===== src/hdl/gmds_pkg.sv =====
`default_nettype none
// ----------------------------------------------------------------------------
// gmds_pkg - shared types, codes and microcode for the grid maze solver
// Holds the control word layout, the condition and operation codes, the
// microprogram table and the goal test used by sequencer and datapath.
// ----------------------------------------------------------------------------
package gmds_pkg;

    // Default grid limits
    localparam int MAX_ROWS_DEF = 64;
    localparam int MAX_COLS_DEF = 64;

    // Field widths
    localparam int COORD_W = 6;
    localparam int COUNT_W = 7;
    localparam int CHAR_W  = 8;
    localparam int REQ_W   = 2;
    localparam int CFG_IDX_W = 2;
    localparam int DIM_W   = 9;   // holds any coordinate or count up to 256
    localparam int DIR_W   = 3;

    // Request codes
    localparam logic [REQ_W-1:0] REQ_WRITE = 2'd0;
    localparam logic [REQ_W-1:0] REQ_READ  = 2'd1;
    localparam logic [REQ_W-1:0] REQ_SOLVE = 2'd2;

    // Configuration register indexes
    localparam logic [CFG_IDX_W-1:0] CFG_ROW_COUNT = 2'd0;
    localparam logic [CFG_IDX_W-1:0] CFG_COL_COUNT = 2'd1;
    localparam logic [CFG_IDX_W-1:0] CFG_START_ROW = 2'd2;
    localparam logic [CFG_IDX_W-1:0] CFG_START_COL = 2'd3;

    // Cell characters
    localparam logic [CHAR_W-1:0] CH_OPEN = 8'h20;
    localparam logic [CHAR_W-1:0] CH_SEEN = 8'h23;
    localparam logic [CHAR_W-1:0] CH_DEAD = 8'h2F;

    // Search directions, tried in this order
    localparam logic [DIR_W-1:0] DIR_DOWN  = 3'd0;
    localparam logic [DIR_W-1:0] DIR_RIGHT = 3'd1;
    localparam logic [DIR_W-1:0] DIR_UP    = 3'd2;
    localparam logic [DIR_W-1:0] DIR_LEFT  = 3'd3;
    localparam logic [DIR_W-1:0] DIR_DONE  = 3'd4;

    // Microprogram step addresses
    localparam int STEP_W = 5;
    typedef logic [STEP_W-1:0] t_step;

    localparam t_step U_RESP        = 5'd0;
    localparam t_step U_IDLE        = 5'd1;
    localparam t_step U_DISP        = 5'd2;
    localparam t_step U_CHK_UNK     = 5'd3;
    localparam t_step U_CHK_ADDR    = 5'd4;
    localparam t_step U_CHK_WR      = 5'd5;
    localparam t_step U_RD_ISSUE    = 5'd6;
    localparam t_step U_RD_TAKE     = 5'd7;
    localparam t_step U_WR          = 5'd8;
    localparam t_step U_BAD_ADDR    = 5'd9;
    localparam t_step U_SOLVE       = 5'd10;
    localparam t_step U_ENTER_START = 5'd11;
    localparam t_step U_TRY         = 5'd12;
    localparam t_step U_CHK_DIR     = 5'd13;
    localparam t_step U_NEXT        = 5'd14;
    localparam t_step U_RD_NB       = 5'd15;
    localparam t_step U_CHK_NB      = 5'd16;
    localparam t_step U_MARK_NB     = 5'd17;
    localparam t_step U_PUSH        = 5'd18;
    localparam t_step U_POP         = 5'd19;
    localparam t_step U_RELOAD      = 5'd20;
    localparam t_step U_FOUND       = 5'd21;
    localparam t_step U_START_BAD   = 5'd22;

    // Jump conditions
    typedef enum logic [3:0] {
        C_NEVER,
        C_ALWAYS,
        C_NOT_ACC,
        C_REQ_SOLVE,
        C_REQ_UNK,
        C_REQ_OUT,
        C_REQ_WRITE,
        C_START_OUT,
        C_START_GOAL,
        C_EMPTY,
        C_DIR_DONE,
        C_NB_WALL,
        C_NB_CLOSED,
        C_NB_GOAL,
        C_OUT_BUSY
    } t_cond;

    // Maze memory operations
    typedef enum logic [2:0] {
        MZ_NONE,
        MZ_RD_REQ,
        MZ_WR_REQ,
        MZ_WR_SEEN_START,
        MZ_RD_NB,
        MZ_WR_SEEN_NB,
        MZ_WR_DEAD_TOP
    } t_mz_op;

    // Search stack and top-frame operations
    typedef enum logic [2:0] {
        ST_NONE,
        ST_INIT,
        ST_NEXT,
        ST_PUSH,
        ST_POP,
        ST_LOAD,
        ST_CLEAR
    } t_st_op;

    // Result register operations
    typedef enum logic [2:0] {
        RES_NONE,
        RES_CAPTURE,
        RES_BAD,
        RES_FLAG_CLR,
        RES_FLAG_SET,
        RES_BAD_CLR,
        RES_SEND
    } t_res_op;

    typedef struct packed {
        logic    in_rdy;
        t_cond   cond;
        t_step   jmp;
        t_mz_op  mz;
        t_st_op  st;
        t_res_op res;
    } t_uword;

    // Condition inputs seen by the sequencer
    typedef struct packed {
        logic not_acc;
        logic req_solve;
        logic req_unk;
        logic req_out;
        logic req_write;
        logic start_out;
        logic start_goal;
        logic empty;
        logic dir_done;
        logic nb_wall;
        logic nb_closed;
        logic nb_goal;
        logic out_busy;
    } t_flags;

    // Status from the datapath
    typedef struct packed {
        logic start_goal;
        logic empty;
        logic dir_done;
        logic nb_wall;
        logic nb_closed;
        logic nb_goal;
    } t_dp_stat;

    function automatic t_uword uw_make(input logic rdy, input t_cond c, input t_step j,
                                       input t_mz_op m, input t_st_op s, input t_res_op r);
        t_uword w;
        w.in_rdy = rdy;
        w.cond   = c;
        w.jmp    = j;
        w.mz     = m;
        w.st     = s;
        w.res    = r;
        return w;
    endfunction

    // Microprogram: jump to jmp when the condition holds, else fall through
    function automatic t_uword ucode(input t_step step);
        t_uword w;
        unique case (step)
            U_RESP:        w = uw_make(1'b0, C_OUT_BUSY,   U_RESP,      MZ_NONE,
                                       ST_NONE,  RES_SEND);
            U_IDLE:        w = uw_make(1'b1, C_NOT_ACC,    U_IDLE,      MZ_NONE,
                                       ST_NONE,  RES_NONE);
            U_DISP:        w = uw_make(1'b0, C_REQ_SOLVE,  U_SOLVE,     MZ_NONE,
                                       ST_NONE,  RES_NONE);
            U_CHK_UNK:     w = uw_make(1'b0, C_REQ_UNK,    U_RESP,      MZ_NONE,
                                       ST_NONE,  RES_NONE);
            U_CHK_ADDR:    w = uw_make(1'b0, C_REQ_OUT,    U_BAD_ADDR,  MZ_NONE,
                                       ST_NONE,  RES_NONE);
            U_CHK_WR:      w = uw_make(1'b0, C_REQ_WRITE,  U_WR,        MZ_NONE,
                                       ST_NONE,  RES_NONE);
            U_RD_ISSUE:    w = uw_make(1'b0, C_NEVER,      U_IDLE,      MZ_RD_REQ,
                                       ST_NONE,  RES_NONE);
            U_RD_TAKE:     w = uw_make(1'b0, C_ALWAYS,     U_RESP,      MZ_NONE,
                                       ST_NONE,  RES_CAPTURE);
            U_WR:          w = uw_make(1'b0, C_ALWAYS,     U_RESP,      MZ_WR_REQ,
                                       ST_NONE,  RES_NONE);
            U_BAD_ADDR:    w = uw_make(1'b0, C_ALWAYS,     U_RESP,      MZ_NONE,
                                       ST_NONE,  RES_BAD);
            U_SOLVE:       w = uw_make(1'b0, C_START_OUT,  U_START_BAD, MZ_NONE,
                                       ST_NONE,  RES_NONE);
            U_ENTER_START: w = uw_make(1'b0, C_START_GOAL, U_FOUND,     MZ_WR_SEEN_START,
                                       ST_INIT,  RES_FLAG_CLR);
            U_TRY:         w = uw_make(1'b0, C_EMPTY,      U_RESP,      MZ_NONE,
                                       ST_NONE,  RES_NONE);
            U_CHK_DIR:     w = uw_make(1'b0, C_DIR_DONE,   U_POP,       MZ_NONE,
                                       ST_NONE,  RES_NONE);
            U_NEXT:        w = uw_make(1'b0, C_NB_WALL,    U_TRY,       MZ_NONE,
                                       ST_NEXT,  RES_NONE);
            U_RD_NB:       w = uw_make(1'b0, C_NEVER,      U_IDLE,      MZ_RD_NB,
                                       ST_NONE,  RES_NONE);
            U_CHK_NB:      w = uw_make(1'b0, C_NB_CLOSED,  U_TRY,       MZ_NONE,
                                       ST_NONE,  RES_NONE);
            U_MARK_NB:     w = uw_make(1'b0, C_NB_GOAL,    U_FOUND,     MZ_WR_SEEN_NB,
                                       ST_NONE,  RES_NONE);
            U_PUSH:        w = uw_make(1'b0, C_ALWAYS,     U_TRY,       MZ_NONE,
                                       ST_PUSH,  RES_NONE);
            U_POP:         w = uw_make(1'b0, C_NEVER,      U_IDLE,      MZ_WR_DEAD_TOP,
                                       ST_POP,   RES_NONE);
            U_RELOAD:      w = uw_make(1'b0, C_ALWAYS,     U_TRY,       MZ_NONE,
                                       ST_LOAD,  RES_NONE);
            U_FOUND:       w = uw_make(1'b0, C_ALWAYS,     U_RESP,      MZ_NONE,
                                       ST_CLEAR, RES_FLAG_SET);
            U_START_BAD:   w = uw_make(1'b0, C_ALWAYS,     U_RESP,      MZ_NONE,
                                       ST_NONE,  RES_BAD_CLR);
            default:       w = uw_make(1'b0, C_ALWAYS,     U_IDLE,      MZ_NONE,
                                       ST_NONE,  RES_NONE);
        endcase
        return w;
    endfunction

    // Goal sits at (rows-2, cols-1); no goal with fewer than two rows
    function automatic logic is_goal(input logic [DIM_W-1:0] r, input logic [DIM_W-1:0] c,
                                     input logic [DIM_W-1:0] rows,
                                     input logic [DIM_W-1:0] cols);
        logic ok;
        ok = (rows >= DIM_W'(2)) && (cols != '0) &&
             (r == rows - DIM_W'(2)) && (c == cols - DIM_W'(1));
        return ok;
    endfunction

endpackage
`default_nettype wire


===== src/hdl/gmds_seq.sv =====
`default_nettype none
// ----------------------------------------------------------------------------
// gmds_seq - microprogram sequencer
// Step counter, control store lookup and conditional jump selection.
// ----------------------------------------------------------------------------
module gmds_seq (
    input  wire logic              i_clk,
    input  wire logic              i_rst_n,
    input  wire gmds_pkg::t_flags  i_flags,
    output gmds_pkg::t_uword       o_uw
);

    gmds_pkg::t_step  r_step;
    gmds_pkg::t_step  n_step;
    gmds_pkg::t_uword uw;
    logic             take;

    assign uw = gmds_pkg::ucode(r_step);

    always_comb begin
        unique case (uw.cond)
            gmds_pkg::C_NEVER:      take = 1'b0;
            gmds_pkg::C_ALWAYS:     take = 1'b1;
            gmds_pkg::C_NOT_ACC:    take = i_flags.not_acc;
            gmds_pkg::C_REQ_SOLVE:  take = i_flags.req_solve;
            gmds_pkg::C_REQ_UNK:    take = i_flags.req_unk;
            gmds_pkg::C_REQ_OUT:    take = i_flags.req_out;
            gmds_pkg::C_REQ_WRITE:  take = i_flags.req_write;
            gmds_pkg::C_START_OUT:  take = i_flags.start_out;
            gmds_pkg::C_START_GOAL: take = i_flags.start_goal;
            gmds_pkg::C_EMPTY:      take = i_flags.empty;
            gmds_pkg::C_DIR_DONE:   take = i_flags.dir_done;
            gmds_pkg::C_NB_WALL:    take = i_flags.nb_wall;
            gmds_pkg::C_NB_CLOSED:  take = i_flags.nb_closed;
            gmds_pkg::C_NB_GOAL:    take = i_flags.nb_goal;
            gmds_pkg::C_OUT_BUSY:   take = i_flags.out_busy;
            default:                take = 1'b0;
        endcase
        n_step = take ? uw.jmp : r_step + gmds_pkg::t_step'(1);
    end

    always_ff @(posedge i_clk) begin
        if (!i_rst_n) begin
            r_step <= gmds_pkg::U_IDLE;
        end else begin
            r_step <= n_step;
        end
    end

    assign o_uw = uw;

endmodule
`default_nettype wire


===== config.mk =====
export PLATFORM = sky130hd
export DESIGN_NAME = gmds_seq
export DESIGN_NICKNAME = d
export VERILOG_FILES = /design/src/hdl/gmds_pkg.sv /design/src/hdl/gmds_seq.sv
export SDC_FILE = /design/constraint.sdc
export NUM_CORES = 1
export LEC_CHECK = 0
export BUFFER_PORTS_ARGS = -buffer_cell sky130_fd_sc_hd__clkbuf_2
export CELL_PAD_IN_SITES_DETAIL_PLACEMENT = 2
export CELL_PAD_IN_SITES_GLOBAL_PLACEMENT = 2
export CORE_MARGIN = 1
export CORE_UTILIZATION = 34
export CTS_CLUSTER_DIAMETER = 80
export CTS_CLUSTER_SIZE = 12
export DETAILED_ROUTE_END_ITERATION = 10
export GPL_ROUTABILITY_DRIVEN = 0
export MAX_ROUTING_LAYER = met4
export PLACE_DENSITY_LB_ADDON = 0.1
export SYNTH_ARGS = -nofsm -noshare
export SYNTH_HDL_FRONTEND = slang
export SYNTH_SLANG_ARGS = --single-unit

===== constraint.sdc =====
create_clock -name i_clk -period 4.5 [get_ports i_clk]
set_clock_uncertainty 0.05 [all_clocks]
set_input_delay 0 -clock i_clk [delete_from_list [all_inputs] [get_ports i_clk]]
set_output_delay 0 -clock i_clk [all_outputs]
set_load 0.005 [all_outputs]

### After elaboration in Yosys (flattened, before gate mapping)

Memories as Yosys holds them, arrays and structs flattened. A register that Yosys moved wholly into a read port is not among the register bits.
Index checks and enable logic that the tools add are counted.

* output and inout port bits: 19
* word-level logic and storage cells: 20
* memories: 1
* memory bits (writable): 0
* register bits: 5
* bits in latches: 0
* input bits: 15
* ROM bits: 608

* muxes and demuxes: 3
* shifts and indexed selects: 0
* magnitude comparators: 0
* bitwise logic cells: 0
* multipliers: 0
* equal/unequal tests: 14
* divide/modulo/power cells: 0
* $add $sub $neg: 1
* reduce and logical (&&, ||, !) cells: 0

Memories
* (name not given): depth 32, bits a word 19, read ports 1, clocked after Yosys merged registers in 1, write ports 0, RTL line gmds_pkg.sv:176 `unique case (step)`

Operator list (count)
* $eq 4x4->1 const B: 7
* $eq 4x3->1 const B: 4
* $pmux 1 s14: 1
* $mux 5: 2
* $eq 4x2->1 const B: 2
* $add 5x1->5 const B: 1
* $eq 4x1->1 const B: 1

### Depth between registers and ports, before layout

Gate-level depths: netlist of the first run.

* depth after elaboration: 4
* depth in mapped cells: 13
* gate-level depth less buffers: 11

### Least setup slack after synthesis of the first run

No wires, ideal clock.

* path type: flip-flop to flip-flop
* start point: register o_uw[16] (netlist name)
* end point: register o_uw[9] (netlist name)
* required time: 4.325 ns
* period minus slack after synthesis: 3.101 ns
* setup time: 0.125 ns
* cell stages (with the launch flop): 14
* arrival: 2.926 ns
* buffers on the path: 2
* path slack: 1.399 ns
* path through: dfxtp_1 > buf_4 > and3b_1 > a2111oi_4 > a21oi_2 > or2_1 > buf_6 > mux2i_1 > nor2b_1 > inv_1 > ha_1 > a311o_1 > a311oi_1 > nand3_1

* cells in the longest elaborated chain, start to end: 4
* elaborated cells between the ends (all ways): 17
* classes of those cells: eq/ne (14); mux (3)

Ends and longest elaborated chain
* $eq 4x4->1, or another cell as far along: RTL line gmds_seq.sv:21 `unique case (uw.cond)`
* $pmux 1 s14 (*): RTL line gmds_seq.sv:21
* $mux 5 (*): RTL line gmds_seq.sv:39 `n_step = take ? uw.jmp : r_step + gmds_pkg::t_step'(1);`
* $mux 5 (no source line) (*)

Mark *: on every way between the ends. The rest lies on a longest branch, timed or not.
A chain may end at the register's enable or synchronous reset.

### Final worst setup path of the first run

* start point: register o_uw[16] (netlist name)
* end point: register o_uw[9] (netlist name)

* cells in the longest elaborated chain, start to end: 4
* elaborated cells between the ends (all ways): 17
* classes of those cells: eq/ne (14); mux (3)

Ends and longest elaborated chain (RTL line)
* $eq 4x4->1, or another cell as far along: gmds_seq.sv:21
* $pmux 1 s14 (*): gmds_seq.sv:21
* $mux 5 (*): gmds_seq.sv:39
* $mux 5 (no source line) (*)

Marked as above.

==> impl_metrics.yaml, run 1 <==
sta:
  final-hold-violation-count: 0
  report.final.slew_viol_count: 0
  finalCritPeriodShare_pct: 85.3
  grt_setup_unrepaired: "no"
  finalWorstPathRequiredPeriod_ns: 3.84
  setup_viol: 0
  maxSlewHeadroom_pct: 58.7
  setup_total_negative_slack_ns: 0
  finalWorstSetupSlack_ns: 0.663
  max_slew.worst_pin.slew_ns: 0.619
  max_freq_mhz: 261
synth:
  synth_seq_cells: 24
  synth_area_leaders: "sky130_fd_sc_hd__dfxtp_1 32%, sky130_fd_sc_hd__ha_1 6.6%, sky130_fd_sc_hd__nor2_1 4.2%"
  synth_top_flop_cell: "sky130_fd_sc_hd__dfxtp_1"
  netlist.area_leader.share_pct: 31.8
  synth_cell_types: 54
  synth_enable_flop_cells: 0
  synth.net_count: 195
  syn-mean-instance-area_um2: 8.78
  synth_warnings: 0
  synth.largest_area_cell: "sky130_fd_sc_hd__dfxtp_1"
  yosysSeqAreaShare_pct: 31.8
  ys_async_sr_fraction_pct: 0
  postSynthCellCount: 172
  synthesis.area_um2: 1510
drt:
  detail_route.first_pass.iterations: 4
  drt-vias-per-instance: 5.68
  ant_nets: 0
  detail_route.wl_per_cell_um: 18.9
  route.final.wire_length_um: 4750
  drt_first_iter_violations: 72
  drc: 0
  detailroute.via_count: 1431
clocking:
  cts_setup_buffers: 0
  cells_resized_by_post_cts_repair: 0
  clock_sink_count: 24
  cts_htree_levels: 1
  numCtsBuffers: 3
  tritoncts: "built"
  insertion_delay_ns: 0.27
  root_buffer: "sky130_fd_sc_hd__clkbuf_8"
  clk_transition_reported_paths_ns: 0.09
  cts-hold-fix-buffers: 0
  max_root_sink_buffers: 2
setup_path:
  regToRegStartpoint: "o_uw[16]$_DFF_P_"
  critical_path.max_fanout: 10
  cpPeakStageDelay_ns: 0.54
  timing.critical_path.cells: "and3b_1 > o211ai_1 > o221ai_1 > or2_1 > mux2i_1 > nor2b_1 > inv_1 > ha_1 > a311o_1 > a311oi_1 > nand3_1"
  worstSetupPathType: "flop to flop"
  crit_path_top_delay_cell: "sky130_fd_sc_hd__dfxtp_1"
  worst-path-buf-inv: 1
  worst_ep_required_time_ns: 4.61
  worst-r2r-setup-slack_ns: 0.66
  worstSetupStartpointType: "flop"
  path_delay_family: "simple AND/OR/NAND/NOR gates"
  rr_worst_depth: 11
  critical_path_cell_count: 11
  worstReg2RegEnd: "o_uw[9]$_DFF_P_"
  timing.critical_path.arrival_ns: 3.95
  crit_end_category: "flop"
placement:
  detailedPlace.worstSlack_ns: 0.738
  buffer_ports.inserted: 33
  dp_hpwl_um: 3430
hold_path:
  hold_path.class: "primary input to flop"
  holdPathStages: 2
  hold_path.startpoint: "i_rst_n"
  hold_path_end: "r_step[1]$_SDFF_PN0_"
global_routing:
  vias_in_the_first_global_route: 1450
  grt_max_degree: 24
  antenna_violations_before_repair: 1
  grt_ovf: 0
  globalRouteTotalUtil_pct: 22.6
  grt_first_pass_wirelength_um: 7480
pwr:
  p_total_w: 0.00118
  seq_power_share_pct: 28.3
  sw_frac_of_total_pct: 45.9
  power.combinational.fraction_pct: 58.8
  power.clock.fraction_pct: 12.8
  pwr_density_cell_nw_per_um2: 678
  leakagePower_nw: 0.755
  power.net_switching_w: 0.000541
  cellInternalPower_w: 0.000637
  peakVddDrop_mv: 0.216
floorplan:
  dieWidth_um: 68.6
  floorplan.rows: 23
  ioPinCount: 34
  placeableCoreArea_um2: 4140
  start_util_pct: 36.4
  die_height_um: 68.6
  die_area_um2: 4710
outcome:
  status: "finished, final reports clean"
cells_and_area:
  syn_to_final_growth_pct: 15.0
  layout-drive-gt1-share_pct: 25.4
  finalCoreUtilization_pct: 41.9
  num-nets-final: 225
  n_fill_cell: 481
run:
  max_cap_viol_count: 0
sequential cells by signal, summed over array words and instances, names as in the netlist:
name	count
r_step	5
o_uw	19
worst max-delay path by stage:
stage,to,from
floorplan,o_uw[9]$_DFF_P_,o_uw[16]$_DFF_P_
global placement,o_uw[9]$_DFF_P_,o_uw[16]$_DFF_P_
detailed placement,o_uw[9]$_DFF_P_,o_uw[14]$_DFF_P_
CTS,o_uw[9]$_DFF_P_,o_uw[16]$_DFF_P_
global route,o_uw[9]$_DFF_P_,o_uw[14]$_DFF_P_
finish,o_uw[9]$_DFF_P_,o_uw[16]$_DFF_P_
area by class of cell:
type                       count  area, µm²  share of cell area [%]
timing repair buffer          34        173                    9.94
clock buffer                   4       55.1                    3.17
antenna                        1       2.50                   0.144
inverter                       8       31.3                    1.80
sequential                    24        480                    27.7
multi-input combinational    131        932                    53.7
tap                           50       62.6                    3.60
layout by cell type, fill, tap and decap left out, types with 2 or more instances in the layout:
cell	n
sky130_fd_sc_hd__a211o_1	2
sky130_fd_sc_hd__a211oi_1	3
sky130_fd_sc_hd__a21oi_1	6
sky130_fd_sc_hd__a22oi_1	5
sky130_fd_sc_hd__a32o_1	2
sky130_fd_sc_hd__and3b_1	5
sky130_fd_sc_hd__clkbuf_2	33
sky130_fd_sc_hd__clkbuf_8	4
sky130_fd_sc_hd__dfxtp_1	24
sky130_fd_sc_hd__ha_1	8
sky130_fd_sc_hd__inv_1	5
sky130_fd_sc_hd__inv_2	2
sky130_fd_sc_hd__mux2_4	3
sky130_fd_sc_hd__mux2i_1	3
sky130_fd_sc_hd__nand2_1	16
sky130_fd_sc_hd__nand2b_1	4
sky130_fd_sc_hd__nand3_1	7
sky130_fd_sc_hd__nor2_1	17
sky130_fd_sc_hd__nor2b_1	3
sky130_fd_sc_hd__nor3_1	2
sky130_fd_sc_hd__o211ai_1	2
sky130_fd_sc_hd__o21ai_0	7
sky130_fd_sc_hd__o21ai_1	3
sky130_fd_sc_hd__o22ai_1	2
sky130_fd_sc_hd__o2bb2ai_1	2
sky130_fd_sc_hd__xnor2_1	4
per-stage QoR:
stage / cells / hold slack (ns) / cell area (µm²)
CTS: 251 / 0.0998 / 1730
floorplan: 172 / 0.234 / 1510
global placement: 247 / 0.322 / 1680
global route: 252 / 0.129 / 1740
finish: 252 / 0.107 / 1740
detailed placement: 247 / 0.322 / 1680
worst reg2reg max path, stage by stage (launching register included):
cell and delay [ns]:
sky130_fd_sc_hd__dfxtp_1 0.54, sky130_fd_sc_hd__and3b_1 0.24, sky130_fd_sc_hd__o211ai_1 0.19, sky130_fd_sc_hd__o221ai_1 0.22, sky130_fd_sc_hd__or2_1 0.45, sky130_fd_sc_hd__mux2i_1 0.20, sky130_fd_sc_hd__nor2b_1 0.52, sky130_fd_sc_hd__inv_1 0.26
sky130_fd_sc_hd__ha_1 0.32, sky130_fd_sc_hd__a311o_1 0.32, sky130_fd_sc_hd__a311oi_1 0.32, sky130_fd_sc_hd__nand3_1 0.11
cell usage after synthesis, drive strengths merged (2+ instances only):
library cell,count
o22ai,2
nor2b,3
buf,7
inv,7
a211o,2
o21ai,10
dfxtp,24
nand3,7
a22oi,5
or2,2
nor3,2
o211ai,2
mux2i,4
a21oi,7
nand2b,4
mux2,4
o2bb2ai,2
and3b,5
nand2,16
a32o,2
ha,8
xnor2,4
a211oi,3
nor2,18
clkbuf,2
a2111oi,2
cells by family (layout without fill, tap and decap cells):
logic type	count (synthesis)	after routing	share of synthesized area (%)
buffers and inverters	17	46	6.46
other	0	1	0
multiplexers	8	8	6.63
AND/OR/NAND/NOR	62	62	21.0
flip-flops	24	24	31.8
XOR/XNOR	5	5	2.90
adder cells (fa/ha/maj)	8	8	6.63
AO/OA/AOI/OAI	48	48	24.6
power by group through the flow:
stage	sequential, W	clock [W]	combinational (W)
after floorplan	0.000321	0	0.000512
after global placement	0.000332	0	0.000661
after detailed placement	0.000340	0	0.000683
after CTS	0.000335	0.000156	0.000695
after global routing	0.000345	0.000160	0.000764
final	0.000334	0.000151	0.000693
routing by layer:
| metal | GRT usage, % | share of wire, % |
|---|---|---|
| met1 | 27.2 | 46 |
| met2 | 38.5 | 50 |
| met3 | 3.95 | 2.8 |
| met4 | 5.99 | 0.88 |
| met5 | - | 0 |
No activity file was read; power rests on OpenSTA's default activity.
==> run 2, diff against run 1 <==
--- a/config.mk
+++ b/config.mk
@@ -5,11 +5,12 @@
 export SDC_FILE = /design/constraint.sdc
 export NUM_CORES = 1
 export LEC_CHECK = 0
+export ABC_AREA = 1
 export BUFFER_PORTS_ARGS = -buffer_cell sky130_fd_sc_hd__clkbuf_2
 export CELL_PAD_IN_SITES_DETAIL_PLACEMENT = 2
 export CELL_PAD_IN_SITES_GLOBAL_PLACEMENT = 2
 export CORE_MARGIN = 1
-export CORE_UTILIZATION = 34
+export CORE_UTILIZATION = 31
 export CTS_CLUSTER_DIAMETER = 80
 export CTS_CLUSTER_SIZE = 12
 export DETAILED_ROUTE_END_ITERATION = 10
==> impl_metrics.yaml, run 2 <==
outcome:
  status: "finished, final reports clean"
hold_path:
  hold_path.class: "primary input to flop"
  hold_path.startpoint: "i_rst_n"
  hold_path_end: "r_step[2]$_SDFF_PN0_"
  holdPathStages: 3
clocking:
  clock_sink_count: 24
  tritoncts: "built"
  cts_htree_levels: 1
  insertion_delay_ns: 0.27
  cts_setup_buffers: 0
  clk_transition_reported_paths_ns: 0.08
  max_root_sink_buffers: 2
  root_buffer: "sky130_fd_sc_hd__clkbuf_8"
  cells_resized_by_post_cts_repair: 0
  cts-hold-fix-buffers: 0
  numCtsBuffers: 3
sta:
  max_freq_mhz: 400
  setup_viol: 0
  finalWorstSetupSlack_ns: 2.00
  setup_total_negative_slack_ns: 0
  maxSlewHeadroom_pct: 78.3
  finalWorstPathRequiredPeriod_ns: 2.50
  report.final.slew_viol_count: 0
  max_slew.worst_pin.slew_ns: 0.325
  final-hold-violation-count: 0
  finalCritPeriodShare_pct: 55.6
  grt_setup_unrepaired: "no"
global_routing:
  grt_first_pass_wirelength_um: 7690
  grt_util_met2_pct: 35.9
  globalRouteMet3Util_pct: 2.89
  grt-busiest-layer: "met2"
  grt_use_met1_pct: 24.3
  globalRouteTotalUtil_pct: 20.4
  antenna_violations_before_repair: 0
  grt_max_degree: 20
  vias_in_the_first_global_route: 1574
  grt_ovf: 0
drt:
  route.final.wire_length_um: 4480
  detail_route.first_pass.iterations: 4
  ant_nets: 0
  drt_first_iter_violations: 58
  drt-vias-per-instance: 4.88
  detail_route.wl_per_cell_um: 15.5
  drc: 0
  detailroute.via_count: 1415
pwr:
  peakVddDrop_mv: 0.241
  power.clock.fraction_pct: 8.0
  pwr_density_cell_nw_per_um2: 922
  leakagePower_nw: 0.934
  power.net_switching_w: 0.000870
  cellInternalPower_w: 0.000703
  seq_power_share_pct: 22.8
  power.combinational.fraction_pct: 69.2
  sw_frac_of_total_pct: 55.3
synth:
  synth_top_flop_cell: "sky130_fd_sc_hd__dfxtp_1"
  synth_warnings: 0
  synth_seq_cells: 24
  ys_top_cells_by_count: "58 x sky130_fd_sc_hd__nand2_1, 24 x sky130_fd_sc_hd__dfxtp_1, 24 x sky130_fd_sc_hd__inv_1"
  ys_async_sr_fraction_pct: 0
  yosysSeqAreaShare_pct: 33.2
  synth_cell_types: 27
  synthesis.area_um2: 1450
  syn-mean-instance-area_um2: 7.13
  synth_enable_flop_cells: 0
  synth_area_leaders: "sky130_fd_sc_hd__dfxtp_1 33%, sky130_fd_sc_hd__nand2_1 15%, sky130_fd_sc_hd__nand3_1 8.0%"
  library_cell_with_the_highest_instance_count_after_synthesis: "sky130_fd_sc_hd__nand2_1"
  synth.largest_area_cell: "sky130_fd_sc_hd__dfxtp_1"
  netlist.area_leader.share_pct: 33.2
  synth.net_count: 226
  postSynthCellCount: 203
placement:
  dp_hpwl_um: 3750
  detailedPlace.worstSlack_ns: 1.98
  buffer_ports.inserted: 33
  placed_cells: 287
cells_and_area:
  fin_cells: 290
  n_fill_cell: 552
  layout_common_cells: "58 x sky130_fd_sc_hd__nand2_1, 33 x sky130_fd_sc_hd__clkbuf_2, 24 x sky130_fd_sc_hd__inv_1, 24 x sky130_fd_sc_hd__dfxtp_1, 23 x sky130_fd_sc_hd__nand3_1"
  antenna_cells_inserted: 0
  multiInputGateArea_um2: 832
  syn_to_final_growth_pct: 18.0
  layout-drive-gt1-share_pct: 26.1
  layout.cells.most_common: "sky130_fd_sc_hd__nand2_1"
  num-nets-final: 263
  seqCellArea_um2: 480
  number_of_flip_flops_under_the_largest_register_name: 19
setup_path:
  crit_end_category: "flop"
  crit_top_cell: "sky130_fd_sc_hd__nand2_1"
  worstSetupPathType: "flop to flop"
  timing.critical_path.cells: "inv_1 > nand3_1 > nand2_1 > nand2_1 > nand2_1 > nor2_4 > nand2_4 > o211ai_2 > inv_1 > ha_1 > inv_1 > nand2_1 > a21oi_1 > a21o_1"
  worstSetupStartpointType: "flop"
  cpPeakStageDelay_ns: 0.47
  worst-r2r-setup-slack_ns: 2.00
  rr_worst_depth: 14
  worst_ep_required_time_ns: 4.61
  critPathLaunch: "o_uw[15]$_SDFF_PP0_"
  crit_path_top_delay_cell: "sky130_fd_sc_hd__dfxtp_1"
  timing.critical_path.arrival_ns: 2.61
  worstReg2RegEnd: "o_uw[15]$_SDFF_PP0_"
  critical_path.max_fanout: 8
  regToRegStartpoint: "o_uw[15]$_SDFF_PP0_"
floorplan:
  start_util_pct: 32.8
  die_area_um2: 4940
  placeableCoreArea_um2: 4410
  die_height_um: 70.3
  ioPinCount: 34
  floorplan.rows: 24
  dieWidth_um: 70.3
run:
  max_cap_viol_count: 0
run 2: power groups by stage:
stage	registers, W	logic (W)	clock network (W)
finish	0.000359	0.00109	0.000126
floorplan	0.000358	0.000788	0
CTS	0.000363	0.00111	0.000132
detailed placement	0.000368	0.00110	0
global placement	0.000360	0.00106	0
global route	0.000371	0.00124	0.000139
run 2: layout make-up:
class | count | area share [%]
well taps | 52 | 3.81
clock buffers | 3 | 2.42
repair buffers | 33 | 9.68
flip-flops and latches | 24 | 28.2
multi-input cells | 146 | 48.8
inverters | 32 | 7.18
run 2: logic make-up after synthesis:
kind of cell               count (synthesis)  synth area share [%]
and+or+nand+nor                          118                  41.5
buffers and inverters                     33                  9.26
DFF                                       24                  33.2
AOI/OAI and AO/OA                         17                  7.27
adders and majority gates                  8                  6.92
xor gates and xnor gates                   3                  1.82
run 2: worst max-delay path by stage:
| stage | to | slack, ns |
|---|---|---|
| 4_1_cts | o_uw[15]$_SDFF_PP0_ | 1.97 |
| 6_report | o_uw[15]$_SDFF_PP0_ | 2.00 |
| 5_1_grt | o_uw[14]$_DFF_P_ | 1.74 |
| 3_5_place_dp | o_uw[15]$_SDFF_PP0_ | 1.98 |
| 3_3_place_gp | o_uw[9]$_DFF_P_ | 2.16 |
| 2_1_floorplan | o_uw[15]$_SDFF_PP0_ | 2.40 |
run 2: per-stage QoR:
stage / power (W) / area [µm²] / hold slack, ns / util [%]
6_report: 0.00157 / 1710 / 0.150 / 38.7
5_1_grt: 0.00175 / 1710 / 0.180 / 38.7
4_1_cts: 0.00160 / 1710 / 0.166 / 38.7
3_5_place_dp: 0.00147 / 1670 / 0.325 / 37.7
3_3_place_gp: 0.00142 / 1670 / 0.322 / 37.7
2_1_floorplan: 0.00115 / 1450 / 0.142 / -
run 2: per-layer routing:
metal  part of all wire (%)  vias up
met5                      0        -
met4                   0.76        0
met3                    2.4        4
met2                     52       23
met1                     45      674
li1                       -      714
run 2: worst max-delay path: cells and delay by family, from the launching register on:
family,cells,cell delay (ns)
adders and majority gates,1,0.35
and+or+nand+nor,7,0.62
AOI/OAI and AO/OA,3,0.54
DFF,1,0.47
buffers and inverters,3,0.36
==> run 3, diff against run 2 <==
--- a/config.mk
+++ b/config.mk
@@ -5,12 +5,12 @@
 export SDC_FILE = /design/constraint.sdc
 export NUM_CORES = 1
 export LEC_CHECK = 0
-export ABC_AREA = 1
+export ABC_AREA = 0
 export BUFFER_PORTS_ARGS = -buffer_cell sky130_fd_sc_hd__clkbuf_2
 export CELL_PAD_IN_SITES_DETAIL_PLACEMENT = 2
 export CELL_PAD_IN_SITES_GLOBAL_PLACEMENT = 2
 export CORE_MARGIN = 1
-export CORE_UTILIZATION = 31
+export CORE_UTILIZATION = 28
 export CTS_CLUSTER_DIAMETER = 80
 export CTS_CLUSTER_SIZE = 12
 export DETAILED_ROUTE_END_ITERATION = 10
==> constraint.sdc (replaced) <==
create_clock -name i_clk -period 2.16 [get_ports i_clk]
set_clock_uncertainty 0.05 [all_clocks]
set_input_delay 0 -clock i_clk [delete_from_list [all_inputs] [get_ports i_clk]]
set_output_delay 0 -clock i_clk [all_outputs]
set_load 0.005 [all_outputs]
==> impl_metrics.yaml, run 3 (same netlist as run 1, synthesis figures left out) <==
outcome:
  status: "finished, violations left"
  violations: "negative setup slack"
setup_path:
  worstSetupStartpointType: "flop"
  path_delay_family: "compound AO/OA/AOI/OAI gates"
  crit_end_category: "flop"
  cpPeakStageDelay_ns: 0.56
  worst-r2r-setup-slack_ns: -1.07
  rr_worst_depth: 12
  crit_path_top_delay_cell: "sky130_fd_sc_hd__a41oi_1"
  timing.critical_path.arrival_ns: 3.34
  critical_path.max_fanout: 5
  worstReg2RegEnd: "o_uw[9]$_DFF_P_"
  timing.critical_path.cells: "buf_6 > and3b_1 > o211ai_1 > o221ai_2 > or2_4 > buf_4 > buf_6 > buf_4 > a41oi_1 > o21ai_0 > nand2_1 > nand3_1"
  worst_ep_required_time_ns: 2.28
  regToRegStartpoint: "o_uw[16]$_DFF_P_"
  worst-path-buf-inv: 4
  worstSetupPathType: "flop to flop"
cells_and_area:
  num-nets-final: 311
  layout-drive-gt1-share_pct: 66.8
  number_of_flip_flops_under_the_largest_register_name: 19
  layout.cells.most_common: "sky130_fd_sc_hd__buf_4"
  design_area_um2: 2850
  finalCoreUtilization_pct: 55.4
  antenna_cells_inserted: 0
  syn_to_final_growth_pct: 88.4
  layout_common_cells: "64 x sky130_fd_sc_hd__buf_4, 33 x sky130_fd_sc_hd__clkbuf_2, 21 x sky130_fd_sc_hd__buf_6"
clocking:
  clk_transition_reported_paths_ns: 0.10
  max_root_sink_buffers: 2
  cts-hold-fix-buffers: 0
  root_buffer: "sky130_fd_sc_hd__clkbuf_8"
  tritoncts: "built"
  clock_sink_count: 24
  insertion_delay_ns: 0.28
  cts_htree_levels: 1
  numCtsBuffers: 3
drt:
  detail_route.wl_per_cell_um: 28.6
  drc: 0
  drt_first_iter_violations: 85
  detailroute.via_count: 1979
  drt-vias-per-instance: 5.56
  route.final.wire_length_um: 10200
  detail_route.first_pass.iterations: 4
  ant_nets: 0
floorplan:
  start_util_pct: 29.4
  die_height_um: 75.4
  die_area_um2: 5690
  floorplan.rows: 26
  ioPinCount: 34
  dieWidth_um: 75.4
  placeableCoreArea_um2: 5140
pwr:
  pwr_density_cell_nw_per_um2: 1630
  power.clock.fraction_pct: 6.4
  power.net_switching_w: 0.00212
  sw_frac_of_total_pct: 45.8
  cellInternalPower_w: 0.00251
  peakVddDrop_mv: 0.735
  seq_power_share_pct: 15.3
  power.combinational.fraction_pct: 78.4
  leakagePower_nw: 1.26
hold_path:
  hold_path.class: "primary input to flop"
  hold_path_end: "r_step[1]$_SDFF_PN0_"
  holdPathStages: 2
  hold_path.startpoint: "i_rst_n"
run:
  max_cap_viol_count: 0
sta:
  grt_setup_unrepaired: "yes"
  maxSlewHeadroom_pct: 55.0
  finalCritPeriodShare_pct: 149
  max_slew.worst_pin.slew_ns: 0.666
  max_freq_mhz: 310
  final-hold-violation-count: 0
  setup_viol: 22
  report.final.slew_viol_count: 0
  finalWorstPathRequiredPeriod_ns: 3.23
  finalWorstSetupSlack_ns: -1.07
global_routing:
  grt_first_pass_wirelength_um: 12400
  grt_ovf: 0
  globalRouteTotalUtil_pct: 31.6
  antenna_violations_before_repair: 0
  vias_in_the_first_global_route: 2109
  grt_max_degree: 15
placement:
  dp_hpwl_um: 4790
  post_dp_cell_area_um2: 2100
  buffer_ports.inserted: 33
## run 3: cell type report
| class | count | area [µm²] |
|---|---|---|
| tap | 70 | 87.6 |
| timing repair inverter | 1 | 8.76 |
| inverter | 8 | 55.1 |
| timing repair buffer | 119 | 902 |
| sequential | 24 | 490 |
| multi-input combinational | 131 | 1260 |
| clock buffer | 3 | 41.3 |
| fill | 543 | 2290 |
## run 3: timing repair
item,in CTS,in global routing
setup endpoints to repair,23,23
gates resized for setup,55,42
pin swaps,13,16
gates cloned,2,0
buffers inserted,28,11
## run 3: power by group through the flow
| stage | clock network [W] | logic [W] | registers (W) |
|---|---|---|---|
| global route | 0.000305 | 0.00375 | 0.000716 |
| CTS | 0.000278 | 0.00281 | 0.000680 |
| finish | 0.000295 | 0.00363 | 0.000707 |
| floorplan | 0 | 0.00117 | 0.000676 |
| detailed placement | 0 | 0.00209 | 0.000699 |
| global placement | 0 | 0.00199 | 0.000677 |
## run 3: worst max path at each step
stage / start / endpoint / slack [ns] / cells past startpoint
final: o_uw[16]$_DFF_P_ / o_uw[9]$_DFF_P_ / -1.07 / 12
after floorplan: o_uw[16]$_DFF_P_ / o_uw[9]$_DFF_P_ / -0.59 / 13
after global routing: o_uw[16]$_DFF_P_ / o_uw[9]$_DFF_P_ / -1.07 / 12
after detailed placement: o_uw[14]$_DFF_P_ / o_uw[11]$_DFF_P_ / -0.81 / 11
after CTS: o_uw[16]$_DFF_P_ / o_uw[9]$_DFF_P_ / -0.59 / 12
after global placement: o_uw[14]$_DFF_P_ / o_uw[11]$_DFF_P_ / -0.60 / 11
## run 3: per-stage QoR
step	worst slack [ns]	power, W	instances	hold slack, ns	setup TNS [ns]
floorplan	-0.592	0.00184	172	0.234	-5.42
global route	-1.07	0.00477	356	0.142	-15.64
CTS	-0.591	0.00377	345	0.118	-9.16
finish	-1.07	0.00463	356	0.139	-14.54
global placement	-0.598	0.00267	313	0.322	-9.04
detailed placement	-0.805	0.00279	313	0.325	-13.51
## run 3: per-layer routing
metal  vias to the layer above  global-route usage [%]  part of all wire, %
met5                         -                       -                    0
met4                         0                    10.9                  5.1
li1                        854                       -                    -
met1                      1001                    33.7                   38
met2                        85                    59.6                   52
met3                        39                    3.97                  5.1
## run 3: worst register-to-register path, stage by stage (launching register included)
cell,delay [ns]
sky130_fd_sc_hd__dfxtp_4,0.37
sky130_fd_sc_hd__buf_6,0.12
sky130_fd_sc_hd__and3b_1,0.18
sky130_fd_sc_hd__o211ai_1,0.28
sky130_fd_sc_hd__o221ai_2,0.17
sky130_fd_sc_hd__or2_4,0.30
sky130_fd_sc_hd__buf_4,0.15
sky130_fd_sc_hd__buf_6,0.12
sky130_fd_sc_hd__buf_4,0.14
sky130_fd_sc_hd__a41oi_1,0.56
sky130_fd_sc_hd__o21ai_0,0.36
sky130_fd_sc_hd__nand2_1,0.19
sky130_fd_sc_hd__nand3_1,0.09
